[src/design/nwom_pkg.sv]
// shared constants and calendar tables for the nth weekday of month block
`default_nettype none
package nwom_pkg;

	localparam int unsigned YEAR_W  = 14;
	localparam int unsigned MONTH_W = 4;
	localparam int unsigned SEL_W   = 3;
	localparam int unsigned WD_W    = 3;
	localparam int unsigned DAY_W   = 5;
	localparam int unsigned YY_W    = 15;
	localparam int unsigned SUM_W   = 15;

	localparam logic [YY_W-1:0]    YEAR_OFFSET  = 15'd400;
	localparam logic [MONTH_W-1:0] MONTH_JAN    = 4'd1;
	localparam logic [MONTH_W-1:0] MONTH_FEB    = 4'd2;
	localparam logic [MONTH_W-1:0] MONTH_MAR    = 4'd3;
	localparam logic [MONTH_W-1:0] MONTH_DEC    = 4'd12;
	localparam logic [WD_W-1:0]    WD_INVALID   = 3'd7;
	localparam logic [SEL_W-1:0]   SEL_FIFTH    = 3'd4;
	localparam logic [SEL_W-1:0]   SEL_TEENTH   = 3'd5;
	localparam logic [SEL_W-1:0]   SEL_LAST     = 3'd6;
	localparam logic [SEL_W-1:0]   SEL_INVALID  = 3'd7;
	localparam logic [DAY_W-1:0]   FIRST_DAY    = 5'd1;
	localparam logic [DAY_W-1:0]   TEENTH_FIRST = 5'd13;
	localparam logic [DAY_W-1:0]   TEENTH_LAST  = 5'd19;
	localparam logic [DAY_W-1:0]   LAST_MIN     = 5'd22;
	localparam logic [3:0]         WEEK_LEN     = 4'd7;

	// floor(x/25) = (x * RECIP25) >> 17 for x below 43690
	localparam logic [12:0]        RECIP25      = 13'd5243;
	// floor(x/7) = (x * RECIP7) >> 17 for x below 43690
	localparam logic [SUM_W-1:0]   RECIP7       = 15'd18725;
	localparam int unsigned        RECIP_SHIFT  = 17;

	function automatic logic [2:0] month_shift(input logic [MONTH_W-1:0] m);
		logic [2:0] s;
		case (m)
			4'd1:    s = 3'd0;
			4'd2:    s = 3'd3;
			4'd3:    s = 3'd2;
			4'd4:    s = 3'd5;
			4'd5:    s = 3'd0;
			4'd6:    s = 3'd3;
			4'd7:    s = 3'd5;
			4'd8:    s = 3'd1;
			4'd9:    s = 3'd4;
			4'd10:   s = 3'd6;
			4'd11:   s = 3'd2;
			4'd12:   s = 3'd4;
			default: s = 3'd0;
		endcase
		return s;
	endfunction

	function automatic logic [DAY_W-1:0] month_len(input logic [MONTH_W-1:0] m,
			input logic leap);
		logic [DAY_W-1:0] l;
		case (m)
			4'd1, 4'd3, 4'd5, 4'd7, 4'd8, 4'd10, 4'd12: l = 5'd31;
			4'd4, 4'd6, 4'd9, 4'd11:                    l = 5'd30;
			4'd2:    l = leap ? 5'd29 : 5'd28;
			default: l = 5'd0;
		endcase
		return l;
	endfunction

endpackage
`default_nettype wire

[src/design/nth_weekday_of_month.sv]
// Finds the day of the month on which the nth, teenth or last given weekday of a Gregorian
// month falls; day is 0 when that date does not exist or when month, weekday or week selector
// is out of range. Four-stage pipeline (input register, century terms, weekday sum, result
// register): out_valid rises when a word reaches the result register; one word can be
// accepted every cycle unless out_ready stalls a full pipeline. Each stage advances on its own,
// so bubbles close up and the input keeps taking words while a result waits at the output.
`default_nettype none
module nth_weekday_of_month (
	input  wire logic                          clk,
	input  wire logic                          arst_n,
	input  wire logic                          in_valid,
	output logic                               in_ready,
	input  wire logic [nwom_pkg::YEAR_W-1:0]   year,
	input  wire logic [nwom_pkg::MONTH_W-1:0]  month,
	input  wire logic [nwom_pkg::SEL_W-1:0]    which_week,
	input  wire logic [nwom_pkg::WD_W-1:0]     weekday,
	output logic                               out_valid,
	input  wire logic                          out_ready,
	output logic [nwom_pkg::DAY_W-1:0]         day
);

	// pipeline control
	logic v_s1, v_s2, v_s3, v_s4;
	logic en1, en2, en3, en4;

	assign en4      = !v_s4 || out_ready;
	assign en3      = !v_s3 || en4;
	assign en2      = !v_s2 || en3;
	assign en1      = !v_s1 || en2;
	assign in_ready = en1;

	always_ff @(posedge clk or negedge arst_n) begin
		if (!arst_n) begin
			v_s1 <= 1'b0;
			v_s2 <= 1'b0;
			v_s3 <= 1'b0;
			v_s4 <= 1'b0;
		end else begin
			if (en1) v_s1 <= in_valid;
			if (en2) v_s2 <= v_s1;
			if (en3) v_s3 <= v_s2;
			if (en4) v_s4 <= v_s3;
		end
	end

	// stage 1: input register
	logic [nwom_pkg::YEAR_W-1:0]  year_s1;
	logic [nwom_pkg::MONTH_W-1:0] month_s1;
	logic [nwom_pkg::SEL_W-1:0]   sel_s1;
	logic [nwom_pkg::WD_W-1:0]    wd_s1;

	always_ff @(posedge clk) begin
		if (en1) begin
			year_s1  <= year;
			month_s1 <= month;
			sel_s1   <= which_week;
			wd_s1    <= weekday;
		end
	end

	// stage 2: shifted year and its century count
	logic [nwom_pkg::YY_W-1:0] yy_a;
	logic [12:0]               q4_a;
	logic [25:0]               prod25_a;
	logic                      bad_a;

	assign yy_a = nwom_pkg::YY_W'(year_s1) + nwom_pkg::YEAR_OFFSET
		- ((month_s1 < nwom_pkg::MONTH_MAR) ? 15'd1 : 15'd0);
	assign q4_a     = yy_a[14:2];
	assign prod25_a = 26'(q4_a) * 26'(nwom_pkg::RECIP25);
	assign bad_a    = (month_s1 < nwom_pkg::MONTH_JAN) || (month_s1 > nwom_pkg::MONTH_DEC)
		|| (wd_s1 == nwom_pkg::WD_INVALID) || (sel_s1 == nwom_pkg::SEL_INVALID);

	logic [nwom_pkg::YY_W-1:0]    yy_s2;
	logic [7:0]                   q100_s2;
	logic [nwom_pkg::MONTH_W-1:0] month_s2;
	logic [nwom_pkg::SEL_W-1:0]   sel_s2;
	logic [nwom_pkg::WD_W-1:0]    wd_s2;
	logic                         bad_s2;

	always_ff @(posedge clk) begin
		if (en2) begin
			yy_s2    <= yy_a;
			q100_s2  <= prod25_a[nwom_pkg::RECIP_SHIFT +: 8];
			month_s2 <= month_s1;
			sel_s2   <= sel_s1;
			wd_s2    <= wd_s1;
			bad_s2   <= bad_a;
		end
	end

	// stage 3: leap test, month length and weekday sum
	logic [nwom_pkg::YY_W-1:0]  c100_b;
	logic                       leap_b;
	logic [nwom_pkg::DAY_W-1:0] len_b;
	logic [nwom_pkg::DAY_W-1:0] dref_b;
	logic [nwom_pkg::SUM_W-1:0] sum_b;

	// yy equals year + 399 in february, so the year is a leap year when yy + 1 is one
	assign c100_b = (nwom_pkg::YY_W'(q100_s2) << 6) + (nwom_pkg::YY_W'(q100_s2) << 5)
		+ (nwom_pkg::YY_W'(q100_s2) << 2);
	assign leap_b = (yy_s2[1:0] == 2'b11)
		&& ((yy_s2 != c100_b + 15'd99) || (q100_s2[1:0] == 2'b11));
	assign len_b  = nwom_pkg::month_len(month_s2, leap_b);

	always_comb begin
		if (sel_s2 <= nwom_pkg::SEL_FIFTH)
			dref_b = nwom_pkg::FIRST_DAY;
		else if (sel_s2 == nwom_pkg::SEL_TEENTH)
			dref_b = nwom_pkg::TEENTH_FIRST;
		else
			dref_b = len_b;
	end

	assign sum_b = yy_s2 + nwom_pkg::SUM_W'(yy_s2[14:2]) - nwom_pkg::SUM_W'(q100_s2)
		+ nwom_pkg::SUM_W'(q100_s2[7:2]) + nwom_pkg::SUM_W'(nwom_pkg::month_shift(month_s2))
		+ nwom_pkg::SUM_W'(dref_b);

	logic [nwom_pkg::SUM_W-1:0] sum_s3;
	logic [nwom_pkg::DAY_W-1:0] len_s3;
	logic [nwom_pkg::SEL_W-1:0] sel_s3;
	logic [nwom_pkg::WD_W-1:0]  wd_s3;
	logic                       bad_s3;

	always_ff @(posedge clk) begin
		if (en3) begin
			sum_s3 <= sum_b;
			len_s3 <= len_b;
			sel_s3 <= sel_s2;
			wd_s3  <= wd_s2;
			bad_s3 <= bad_s2;
		end
	end

	// stage 4: weekday of the reference day and the result
	logic [29:0]                prod7_c;
	logic [12:0]                q7_c;
	logic [nwom_pkg::SUM_W-1:0] r7_c;
	logic [2:0]                 dow_c;
	logic [3:0]                 fwd_c, back_c;
	logic [2:0]                 fwd7_c, back7_c;
	logic [5:0]                 nth_c;
	logic [nwom_pkg::DAY_W-1:0] day_c;

	assign prod7_c = 30'(sum_s3) * 30'(nwom_pkg::RECIP7);
	assign q7_c    = prod7_c[nwom_pkg::RECIP_SHIFT +: 13];
	assign r7_c    = sum_s3 - ((nwom_pkg::SUM_W'(q7_c) << 3) - nwom_pkg::SUM_W'(q7_c));
	assign dow_c   = r7_c[2:0];

	assign fwd_c   = 4'(wd_s3) + nwom_pkg::WEEK_LEN - 4'(dow_c);
	assign back_c  = 4'(dow_c) + nwom_pkg::WEEK_LEN - 4'(wd_s3);
	assign fwd7_c  = (fwd_c >= nwom_pkg::WEEK_LEN) ? 3'(fwd_c - nwom_pkg::WEEK_LEN) : fwd_c[2:0];
	assign back7_c = (back_c >= nwom_pkg::WEEK_LEN) ? 3'(back_c - nwom_pkg::WEEK_LEN)
		: back_c[2:0];
	assign nth_c   = 6'd1 + 6'(fwd7_c) + 6'(sel_s3) * 6'(nwom_pkg::WEEK_LEN);

	always_comb begin
		if (bad_s3)
			day_c = '0;
		else if (sel_s3 inside {[3'd0:nwom_pkg::SEL_FIFTH]})
			day_c = (nth_c <= 6'(len_s3)) ? nth_c[4:0] : '0;
		else if (sel_s3 == nwom_pkg::SEL_TEENTH)
			day_c = nwom_pkg::TEENTH_FIRST + nwom_pkg::DAY_W'(fwd7_c);
		else
			day_c = len_s3 - nwom_pkg::DAY_W'(back7_c);
	end

	logic [nwom_pkg::DAY_W-1:0] day_s4;

	always_ff @(posedge clk) begin
		if (en4)
			day_s4 <= day_c;
	end

	assign out_valid = v_s4;
	assign day       = day_s4;

`ifndef SYNTHESIS
	a_drain_ready: assert property (@(posedge clk) disable iff (!arst_n)
		!v_s4 |-> in_ready)
		else $error("input stalled with an empty output register");

	a_bad_zero: assert property (@(posedge clk) disable iff (!arst_n)
		v_s3 && en4 && bad_s3 |=> day == '0)
		else $error("out of range word gave a nonzero day");

	a_teenth: assert property (@(posedge clk) disable iff (!arst_n)
		v_s3 && en4 && !bad_s3 && sel_s3 == nwom_pkg::SEL_TEENTH
		|=> day >= nwom_pkg::TEENTH_FIRST && day <= nwom_pkg::TEENTH_LAST)
		else $error("teenth day outside 13 to 19");

	a_last: assert property (@(posedge clk) disable iff (!arst_n)
		v_s3 && en4 && !bad_s3 && sel_s3 == nwom_pkg::SEL_LAST
		|=> day >= nwom_pkg::LAST_MIN)
		else $error("last occurrence too early in the month");
`endif

endmodule
`default_nettype wire

[config.mk]
export PLATFORM = sky130hd
export DESIGN_NAME = nth_weekday_of_month
export DESIGN_NICKNAME = d
export VERILOG_FILES = /design/src/design/nwom_pkg.sv /design/src/design/nth_weekday_of_month.sv
export SDC_FILE = /design/constraint.sdc
export NUM_CORES = 1
export LEC_CHECK = 0
export ABC_AREA = 1
export BUFFER_PORTS_ARGS = -buffer_cell sky130_fd_sc_hd__buf_2
export CAP_MARGIN = 20
export CORE_MARGIN = 2
export CORE_UTILIZATION = 40
export DETAILED_ROUTE_END_ITERATION = 16
export HOLD_SLACK_MARGIN = 0.02
export PLACE_DENSITY = 0.63
export SLEW_MARGIN = 30
export SYNTH_ARGS = -nofsm -noshare
export SYNTH_HDL_FRONTEND = slang
export SYNTH_SLANG_ARGS = --single-unit
export TNS_END_PERCENT = 10
[constraint.sdc]
create_clock -name clk -period 14 [get_ports clk]
set_input_delay 1.4 -clock clk [delete_from_list [all_inputs] [get_ports clk]]
set_output_delay 1.4 -clock clk [all_outputs]
set_load 0.005 [all_outputs]
==> impl_metrics.csv, run 1 <==
group,metric,value,unit
grt,antenna_found_initial,0,
placement,port_buffers,34,
setup_path,critPathMaxFanout,6,
layout,drive_gt1_share,5.282,%
detailed_routing,via_count,8554,
timing,skew,13.17,ps
grt,grt_pass1_wl,41500,um
synth,synth_seq_cells,95,
detailed_routing,via_per_inst,4.811,
cts,cts-root-buf,"clkbuf_16",
timing,rsz0062_at_grt,"false",
layout,fillers,2966,
layout,multi_input_area,8449,sq um
timing,setup_viol,0,
setup_path,arrival,9570,ps
synth,syn_inst,1326,
synth,ys_types,42,
floorplanning,initial_core_util,40.68,%
timing,whs,414.6,ps
setup_path,required,14110,ps
detailed_routing,drc,0,
synth,synthTopCellsByCount,"inv_1 (325), ha_1 (264), nand2_1 (166)",
timing,worst_pin_slew,909.0,ps
synth,yosysTopAreaCell,"ha_1",
synth,yosys-top-cells-area,"ha_1 (26%), edfxtp_1 (21%), fa_1 (19%)",
grt,grt_max_degree,43,
floorplanning,core-area,30670,sq um
detailed_routing,wire_per_inst,13.44,um
detailed_routing,drt-total-wl,23890,um
synth,async_flop_share,4.211,%
synth,syn_area_per_cell,9.409,sq um
timing,layout_min_cycle_time,9458,ps
min_path,hold_path.class,"register to register",
synth,yosysSeqAreaShare,22.46,%
setup_path,cp_slowest_cell,"fa_1",
cts,clock_sinks,95,
grt,overflow,0,
placement,place_inst,1762,
cts,clockBufferDepth,2,
timing,period_share,67.56,%
job,cap_violations,0,
layout,fin_cells,1778,
synth,synth_fp_nets,1739,
placement,hpwl,21450,um
setup_path,critPathKind,"register to register",
cts,hold_buffers,0,
floorplanning,die_w,180.6,um
grt,grt_pass1_vias,8907,
cts,numCtsBuffers,9,
timing,max_slew_margin,39.20,%
grt,groute.usage.overall,15.52,%
cts,clkSlewWorstSetupHoldPaths,70,ps
timing,drv_slew,0,
layout,nets,1790,
placement,gp_congestion,0.8549,
cts,htree_levels,3,
run_status,outcome,"complete, no violations",
synth,synth_edf_count,88,
setup_path,regToRegSetupSlack,4540,ps
layout,utilization,43.95,%
timing,hold_viol_final,0,
synth,synth_top_area_share,26.47,%
floorplanning,die_area,32620,sq um
detailed_routing,drt-initial-drc-count,238,
synth,yosys_warnings,0,
timing,setup_tns,0,ps
layout,antenna_cells,0,
setup_path,critPathMaxStageDelay,550,ps
timing,max_freq,105.7,MHz
floorplanning,io_pins,35,
synth,syn_area,12480,sq um
setup_path,start_kind,"register",
synth,yosysMostFrequentCell,"inv_1",
detailed_routing,antenna_left,0,
detailed_routing,firstDrtPassIters,4,
setup_path,endpoint_kind,"register",
floorplanning,num_rows,64,
cts,clk_latency,350,ps
synth,ys.flop_type,"edfxtp_1",
cts,cts-resized-gates,0,
setup_path,critPathMostFrequentCell,"inv_1",
cts,cts_tree,"built",
cts,post_cts_buffers,0,
layout,seq_area,2803,sq um
floorplanning,dieHeight,180.6,um
layout,areaGrowthSynthToFinish,8.022,%
[state kept, by name, indices dropped and copies added (netlist names), 3 cells and up, named ones only]
| name | flops |
|---|---|
| sel_s3 | 3 |
| len_s3 | 3 |
| wd_s2 | 3 |
| wd_s1 | 3 |
| sel_s1 | 3 |
| sum_s3 | 15 |
| q100_s2 | 8 |
| day | 5 |
| month_s1 | 4 |
| sel_s2 | 3 |
| yy_s2 | 15 |
| year_s1 | 14 |
| month_s2 | 4 |
| wd_s3 | 3 |
[logic make-up after synthesis]
| logic type | synth area share [%] |
|---|---|
| AOI/OAI and AO/OA | 5.977 |
| xor gates and xnor gates | 4.352 |
| adders and majority gates | 45.89 |
| buffers and inverters | 9.837 |
| DFF | 22.46 |
| muxes | 0.08023 |
| and+or+nand+nor | 11.40 |
[layout by cell type (no fill, tap or decap), types with 4 or more instances in the layout]
| cell type | instances |
|---|---|
| a21o_1 | 9 |
| a21oi_1 | 70 |
| buf_2 | 34 |
| buf_4 | 6 |
| clkbuf_16 | 9 |
| dfrtp_1 | 4 |
| edfxtp_1 | 88 |
| fa_1 | 121 |
| ha_1 | 264 |
| inv_1 | 325 |
| nand2_1 | 165 |
| nand3_1 | 47 |
| nand4_1 | 20 |
| nor2_1 | 55 |
| nor3_1 | 9 |
| o211ai_1 | 4 |
| o21ai_0 | 39 |
| or2_2 | 6 |
| xnor2_1 | 23 |
| xor2_1 | 39 |
[layer usage]
layer | vias to the layer above | GRT usage (%) | wire length [um]
li1 | 4375 | - | -
met1 | 4080 | 19.67 | 10900
met2 | 69 | 27.85 | 12010
met3 | 30 | 2.041 | 490
met4 | 0 | 3.968 | 495
met5 | - | 0 | 0
[critical path, delay by kind of cell, from the launching register on]
family / cells / cell delay [ps]
buffers and inverters: 8 / 540
and+or+nand+nor: 13 / 1280
DFF: 1 / 460
AOI/OAI and AO/OA: 6 / 890
xor gates and xnor gates: 6 / 1100
adders and majority gates: 13 / 4950
[cell type report]
type / count / area share (%)
Clock buffer: 9 / 1.671
Clock inverter: 7 / 0.4642
Inverter: 327 / 9.107
Multi-Input combinational cell: 904 / 62.69
Sequential cell: 95 / 20.79
Tap cell: 396 / 3.676
Timing Repair Buffer: 40 / 1.597
[per-stage QoR]
step | setup slack (ps) | instance area (sq um)
2_1_floorplan | 5239 | 12480
3_3_place_gp | 4889 | 13190
3_5_place_dp | 4549 | 13190
4_1_cts | 4560 | 13480
5_1_grt | 3789 | 13480
6_report | 4542 | 13480
[worst paths after layout]
check | startpoint | endpoint | cells past startpoint
min in group asynchronous | arst_n | v_s2 | 1
max reg2reg | sum_s3[10] | day[3] | 46
max in group asynchronous | arst_n | v_s1 | 1
min | wd_s2[1] | wd_s3[1] | 0
max | sum_s3[10] | day[3] | 46
min reg2reg | wd_s2[1] | wd_s3[1] | 0
Power of run 1 is not shown: default switching activity piles up to over one toggle a cycle in this logic, so the estimate is an artifact.
==> run 2: changes to the inputs <==
--- a/config.mk
+++ b/config.mk
@@ -12,7 +12,7 @@
 export CORE_UTILIZATION = 40
 export DETAILED_ROUTE_END_ITERATION = 16
 export HOLD_SLACK_MARGIN = 0.02
-export PLACE_DENSITY = 0.63
+export PLACE_DENSITY = 0.65
 export SLEW_MARGIN = 30
 export SYNTH_ARGS = -nofsm -noshare
 export SYNTH_HDL_FRONTEND = slang
==> constraint.sdc (replaced) <==
create_clock -name clk -period 8.1 [get_ports clk]
set_input_delay 0.81 -clock clk [delete_from_list [all_inputs] [get_ports clk]]
set_output_delay 0.81 -clock clk [all_outputs]
set_load 0.005 [all_outputs]
==> run 2 against run 1 <==
  * The run now ends with negative setup slack left
  * Wire length rose by 4.1%
  * Via count rose by 3.2%
  * Final area rose by 4.2%
  * Hold slack got worse by 170 ps
  * Global-route usage rose by 0.69 points
  * Core utilization rose by 1.9 points
  * Flip-flop and latch count did not move
  * Critical path type unchanged
==> impl_metrics.csv, run 2 (synthesis gave the netlist of run 1 again) <==
group,metric,value,unit
cts,clock_sinks,95,
cts,clockBufferDepth,2,
cts,clkSlewWorstSetupHoldPaths,80,ps
placement,gp_congestion,0.8713,
floorplanning,num_rows,64,
floorplanning,core-area,30670,sq um
detailed_routing,wire_per_inst,13.61,um
timing,setup_tns,-2488,ps
setup_path,reg2regPathDepth,45,
cts,cts-root-buf,"clkbuf_16",
detailed_routing,antenna_left,0,
setup_path,r2r_end,"day[3]",
cts,htree_levels,3,
layout,largestRegisters,"sum_s3: 15 flops, yy_s2: 15 flops, year_s1: 14 flops",
layout,drive_gt1_share,10.89,%
cts,numCtsBuffers,9,
timing,max_freq,115.5,MHz
setup_path,cp_slowest_cell,"fa_1",
setup_path,arrival,8770,ps
setup_path,rr_startpoint,"sum_s3[12]",
detailed_routing,drc,0,
setup_path,critPathMaxFanout,5,
timing,worst_pin_slew,794.9,ps
timing,drv_slew,0,
setup_path,endpoint_kind,"register",
timing,period_share,106.9,%
grt,grt_max_degree,43,
detailed_routing,firstDrtPassIters,4,
grt,grt_pass1_wl,43480,um
cts,clk_latency,350,ps
grt,antenna_found_initial,0,
detailed_routing,via_count,8829,
layout,mostFrequentLayoutCells,"inv_1 (320), ha_1 (257), nand2_1 (159)",
grt,grt_pass1_vias,9322,
setup_path,required,8220,ps
timing,setup_viol,5,
layout,antenna_cells,0,
layout,areaGrowthSynthToFinish,12.59,%
timing,setup_slack,-557.8,ps
setup_path,critPathKind,"register to register",
detailed_routing,drt-total-wl,24880,um
min_path,hold_path.class,"input port to asynchronous set/reset pin",
floorplanning,die_w,180.6,um
timing,max_slew_margin,46.83,%
layout,utilization,45.80,%
setup_path,critPathMaxStageDelay,520,ps
layout,nets,1840,
job,cap_violations,0,
setup_path,critPathMostFrequentCell,"ha_4",
run_status,violations,"negative setup slack",
setup_path,regToRegSetupSlack,-560,ps
timing,skew,13.11,ps
timing,layout_min_cycle_time,8658,ps
setup_path,start_kind,"register",
timing,hold_viol_final,0,
placement,port_buffers,34,
floorplanning,die_area,32620,sq um
cts,cts_tree,"built",
grt,overflow,0,
floorplanning,dieHeight,180.6,um
timing,rsz0062_at_grt,"true",
run_status,outcome,"finished, violations left",
floorplanning,io_pins,35,
detailed_routing,via_per_inst,4.830,
grt,groute.usage.overall,16.20,%
floorplanning,initial_core_util,40.68,%
placement,hpwl,21940,um
detailed_routing,drt-initial-drc-count,295,
layout,final_common_cell,"inv_1",
run 2: cell count changes in the layout (fill, tap and decap cells not counted), moves of 6 or more:
cell / delta
ha_1: -7
ha_4: +6
nand2_1: -6
buf_4: +50
nand2_2: +6
run 2: worst max-delay path by stage:
stage,slack [ps],end,start,cells past startpoint
3_3_place_gp,-460,day[3],sum_s3[12],48
6_report,-560,day[3],sum_s3[12],45
4_1_cts,-560,day[3],sum_s3[12],46
3_5_place_dp,-650,day[3],sum_s3[12],48
5_1_grt,-1090,day[3],sum_s3[12],48
2_1_floorplan,-240,day[3],sum_s3[12],48
run 2: layout make-up:
type,instances,area (sq um)
Timing Repair Buffer,90,590.6
Fill cell,2935,16620
Sequential cell,95,2803
Inverter,327,1227
Tap cell,396,495.5
Multi-Input combinational cell,904,8608
Clock buffer,9,225.2
Clock inverter,7,97.59
run 2: per-layer routing:
metal  share of wire (%)  vias up  GRT usage [%]
li1                    -     4471              -
met1                  45     4209          20.42
met2                  51      110          29.33
met3                 1.8       39          1.799
met4                 2.2        0          4.452
met5                   0        -              0
run 2: stage by stage:
stage / hold WS (ps) / instances / cell area [sq um] / setup slack [ps]
floorplan: 400.3 / 1326 / 12560 / -239.1
global placement: 405.4 / 1805 / 13600 / -459.9
detailed placement: 405.7 / 1805 / 13600 / -647.9
CTS: 230.1 / 1827 / 14020 / -558.2
global route: 231.7 / 1828 / 14050 / -1088
finish: 244.5 / 1828 / 14050 / -557.8
run 2: critical path: cells and delay by family (launching register included):
family                   cells  cell delay [ps]
AO/OA/AOI/OAI                6              820
XOR/XNOR                     6             1010
adder cells (fa/ha/maj)     13             4270
buffers and inverters        7              580
flip-flops                   1              450
AND/OR/NAND/NOR             13             1260
run 2: repair_timing:
item | 4_1_cts | 5_1_grt
setup buffers | 6 | 1
pin swaps | 21 | 11
resized for setup | 6 | 5
hold buffers | 0 | 0
setup endpoints to repair | 5 | 5
Power of run 2 is left out for the same reason.
==> run 3: changes to the inputs <==
--- a/config.mk
+++ b/config.mk
@@ -8,6 +8,7 @@
 export ABC_AREA = 1
 export BUFFER_PORTS_ARGS = -buffer_cell sky130_fd_sc_hd__buf_2
 export CAP_MARGIN = 20
+export CORE_ASPECT_RATIO = 0.9
 export CORE_MARGIN = 2
 export CORE_UTILIZATION = 40
 export DETAILED_ROUTE_END_ITERATION = 16
==> run 3 against run 2 <==
  * The run still ends with negative setup slack left
  * Clock skew is 2.9 ps lower
  * Wire length is 1.4% lower
  * Core utilization is 0.39 points higher
==> impl_metrics.csv, run 3 (synthesis gave the netlist of run 1 again) <==
group,metric,value,unit
run_status,outcome,"finished, violations left",
run_status,violations,"negative setup slack",
setup_path,critPathMaxFanout,5,
layout,mostFrequentLayoutCells,"inv_1 (317), ha_1 (251), nand2_1 (157)",
grt,groute.usage.overall,15.57,%
setup_path,cp_top_family,"adder cells",
setup_path,start_kind,"register",
floorplanning,num_rows,61,
min_path,hold_path.class,"input port to asynchronous set/reset pin",
setup_path,reg2regPathDepth,45,
setup_path,critical_path_buf_inv_count,7,
floorplanning,dieHeight,171.6,um
setup_path,cp_slowest_cell,"fa_1",
placement,port_buffers,34,
detailed_routing,via_per_inst,4.734,
setup_path,cp.depth,45,
timing,setup_tns,-3521,ps
detailed_routing,via_count,8758,
timing,layout_min_cycle_time,8823,ps
setup_path,critPathKind,"register to register",
floorplanning,die_area,32620,sq um
layout,fillers,2934,
placement,hpwl,21660,um
placement,gp_congestion,0.8837,
layout,drive_gt1_share,12.77,%
setup_path,endpoint_kind,"register",
grt,grt_pass1_wl,41020,um
detailed_routing,drt-initial-drc-count,337,
timing,period_share,108.9,%
detailed_routing,antenna_left,0,
layout,areaGrowthSynthToFinish,14.15,%
cts,clkSlewWorstSetupHoldPaths,80,ps
cts,clock_sinks,95,
setup_path,required,8200,ps
layout,final_common_cell,"inv_1",
grt,grt_max_degree,43,
timing,max_slew_margin,43.00,%
detailed_routing,drc,0,
detailed_routing,firstDrtPassIters,6,
timing,drv_slew,0,
floorplanning,initial_core_util,40.46,%
layout,nets,1849,
timing,setup_slack,-722.6,ps
job,cap_violations,0,
grt,antenna_found_initial,0,
timing,setup_viol,5,
floorplanning,io_pins,35,
cts,htree_levels,3,
cts,clockBufferDepth,2,
timing,skew,10.19,ps
layout,seq_area,2803,sq um
timing,hold_viol_final,0,
floorplanning,die_w,190.2,um
timing,max_freq,113.3,MHz
timing,rsz0062_at_grt,"true",
cts,clk_latency,350,ps
grt,overflow,0,
cts,cts-root-buf,"clkbuf_16",
grt,grt_pass1_vias,8930,
cts,numCtsBuffers,9,
setup_path,arrival,8930,ps
setup_path,critPathMaxStageDelay,520,ps
detailed_routing,wire_per_inst,13.27,um
timing,worst_pin_slew,852.2,ps
cts,cts_tree,"built",
layout,multi_input_area,8730,sq um
floorplanning,core-area,30830,sq um
layout,antenna_cells,0,
detailed_routing,drt-total-wl,24550,um
layout,largestRegisters,"sum_s3: 15 flops, yy_s2: 15 flops, year_s1: 14 flops",
-- run 3: final cells by class --
| class | count | area share, % |
|---|---|---|
| repair buffers | 99 | 4.647 |
| inverters | 327 | 8.618 |
| clock buffers | 9 | 1.581 |
| flip-flops and latches | 95 | 19.68 |
| well taps | 409 | 3.593 |
| multi-input cells | 904 | 61.29 |
| clock inverters | 7 | 0.5886 |
-- run 3: path summary, 6_finish.rpt --
| path | startpoint | slack [ps] | endpoint |
|---|---|---|---|
| max in group asynchronous | arst_n | 7740 | v_s3 |
| hold reg to reg | bad_s2 | 420 | bad_s3 |
| min in group clk | bad_s2 | 420 | bad_s3 |
| hold / removal | arst_n | 250 | v_s1 |
| setup reg to reg | sum_s3[12] | -720 | day[3] |
| setup / recovery | sum_s3[12] | -720 | day[3] |
-- run 3: worst reg2reg max path, delay by kind of cell, from the launching register on --
kind                       cells  cell delay [ps]
xor gates and xnor gates       6             1000
DFF                            1              480
adders and majority gates     13             4540
buffers and inverters          7              590
and+or+nand+nor               13             1130
AOI/OAI and AO/OA              6              830
-- run 3: metal layers --
layer	track usage [%]	vias up	part of all wire, %
met5	0	-	0
met4	3.101	0	1.1
met3	1.592	20	1.6
met2	28.64	88	51
met1	19.89	4159	46
li1	-	4491	-
-- run 3: stage by stage --
| stage | cell area (sq um) | setup slack, ps | cells | util, % | hold slack (ps) |
|---|---|---|---|---|---|
| finish | 14240 | -722.6 | 1850 | 46.19 | 249.7 |
| global route | 14240 | -1158 | 1850 | 46.19 | 237.5 |
| CTS | 13990 | -617.4 | 1841 | 45.36 | 240.3 |
| detailed placement | 13620 | -600.4 | 1819 | 44.18 | 404.5 |
| global placement | 13620 | -466.0 | 1819 | 44.17 | 404.4 |
| floorplan | 12560 | -239.1 | 1326 | - | 400.3 |
-- run 3: repair_timing --
item                       CTS  global route
hold buffers                 0             0
resized for setup            4            33
setup buffers                6             9
setup endpoints to repair    5             5
pin swaps                   16            40
Power of run 3 is left out for the same reason.
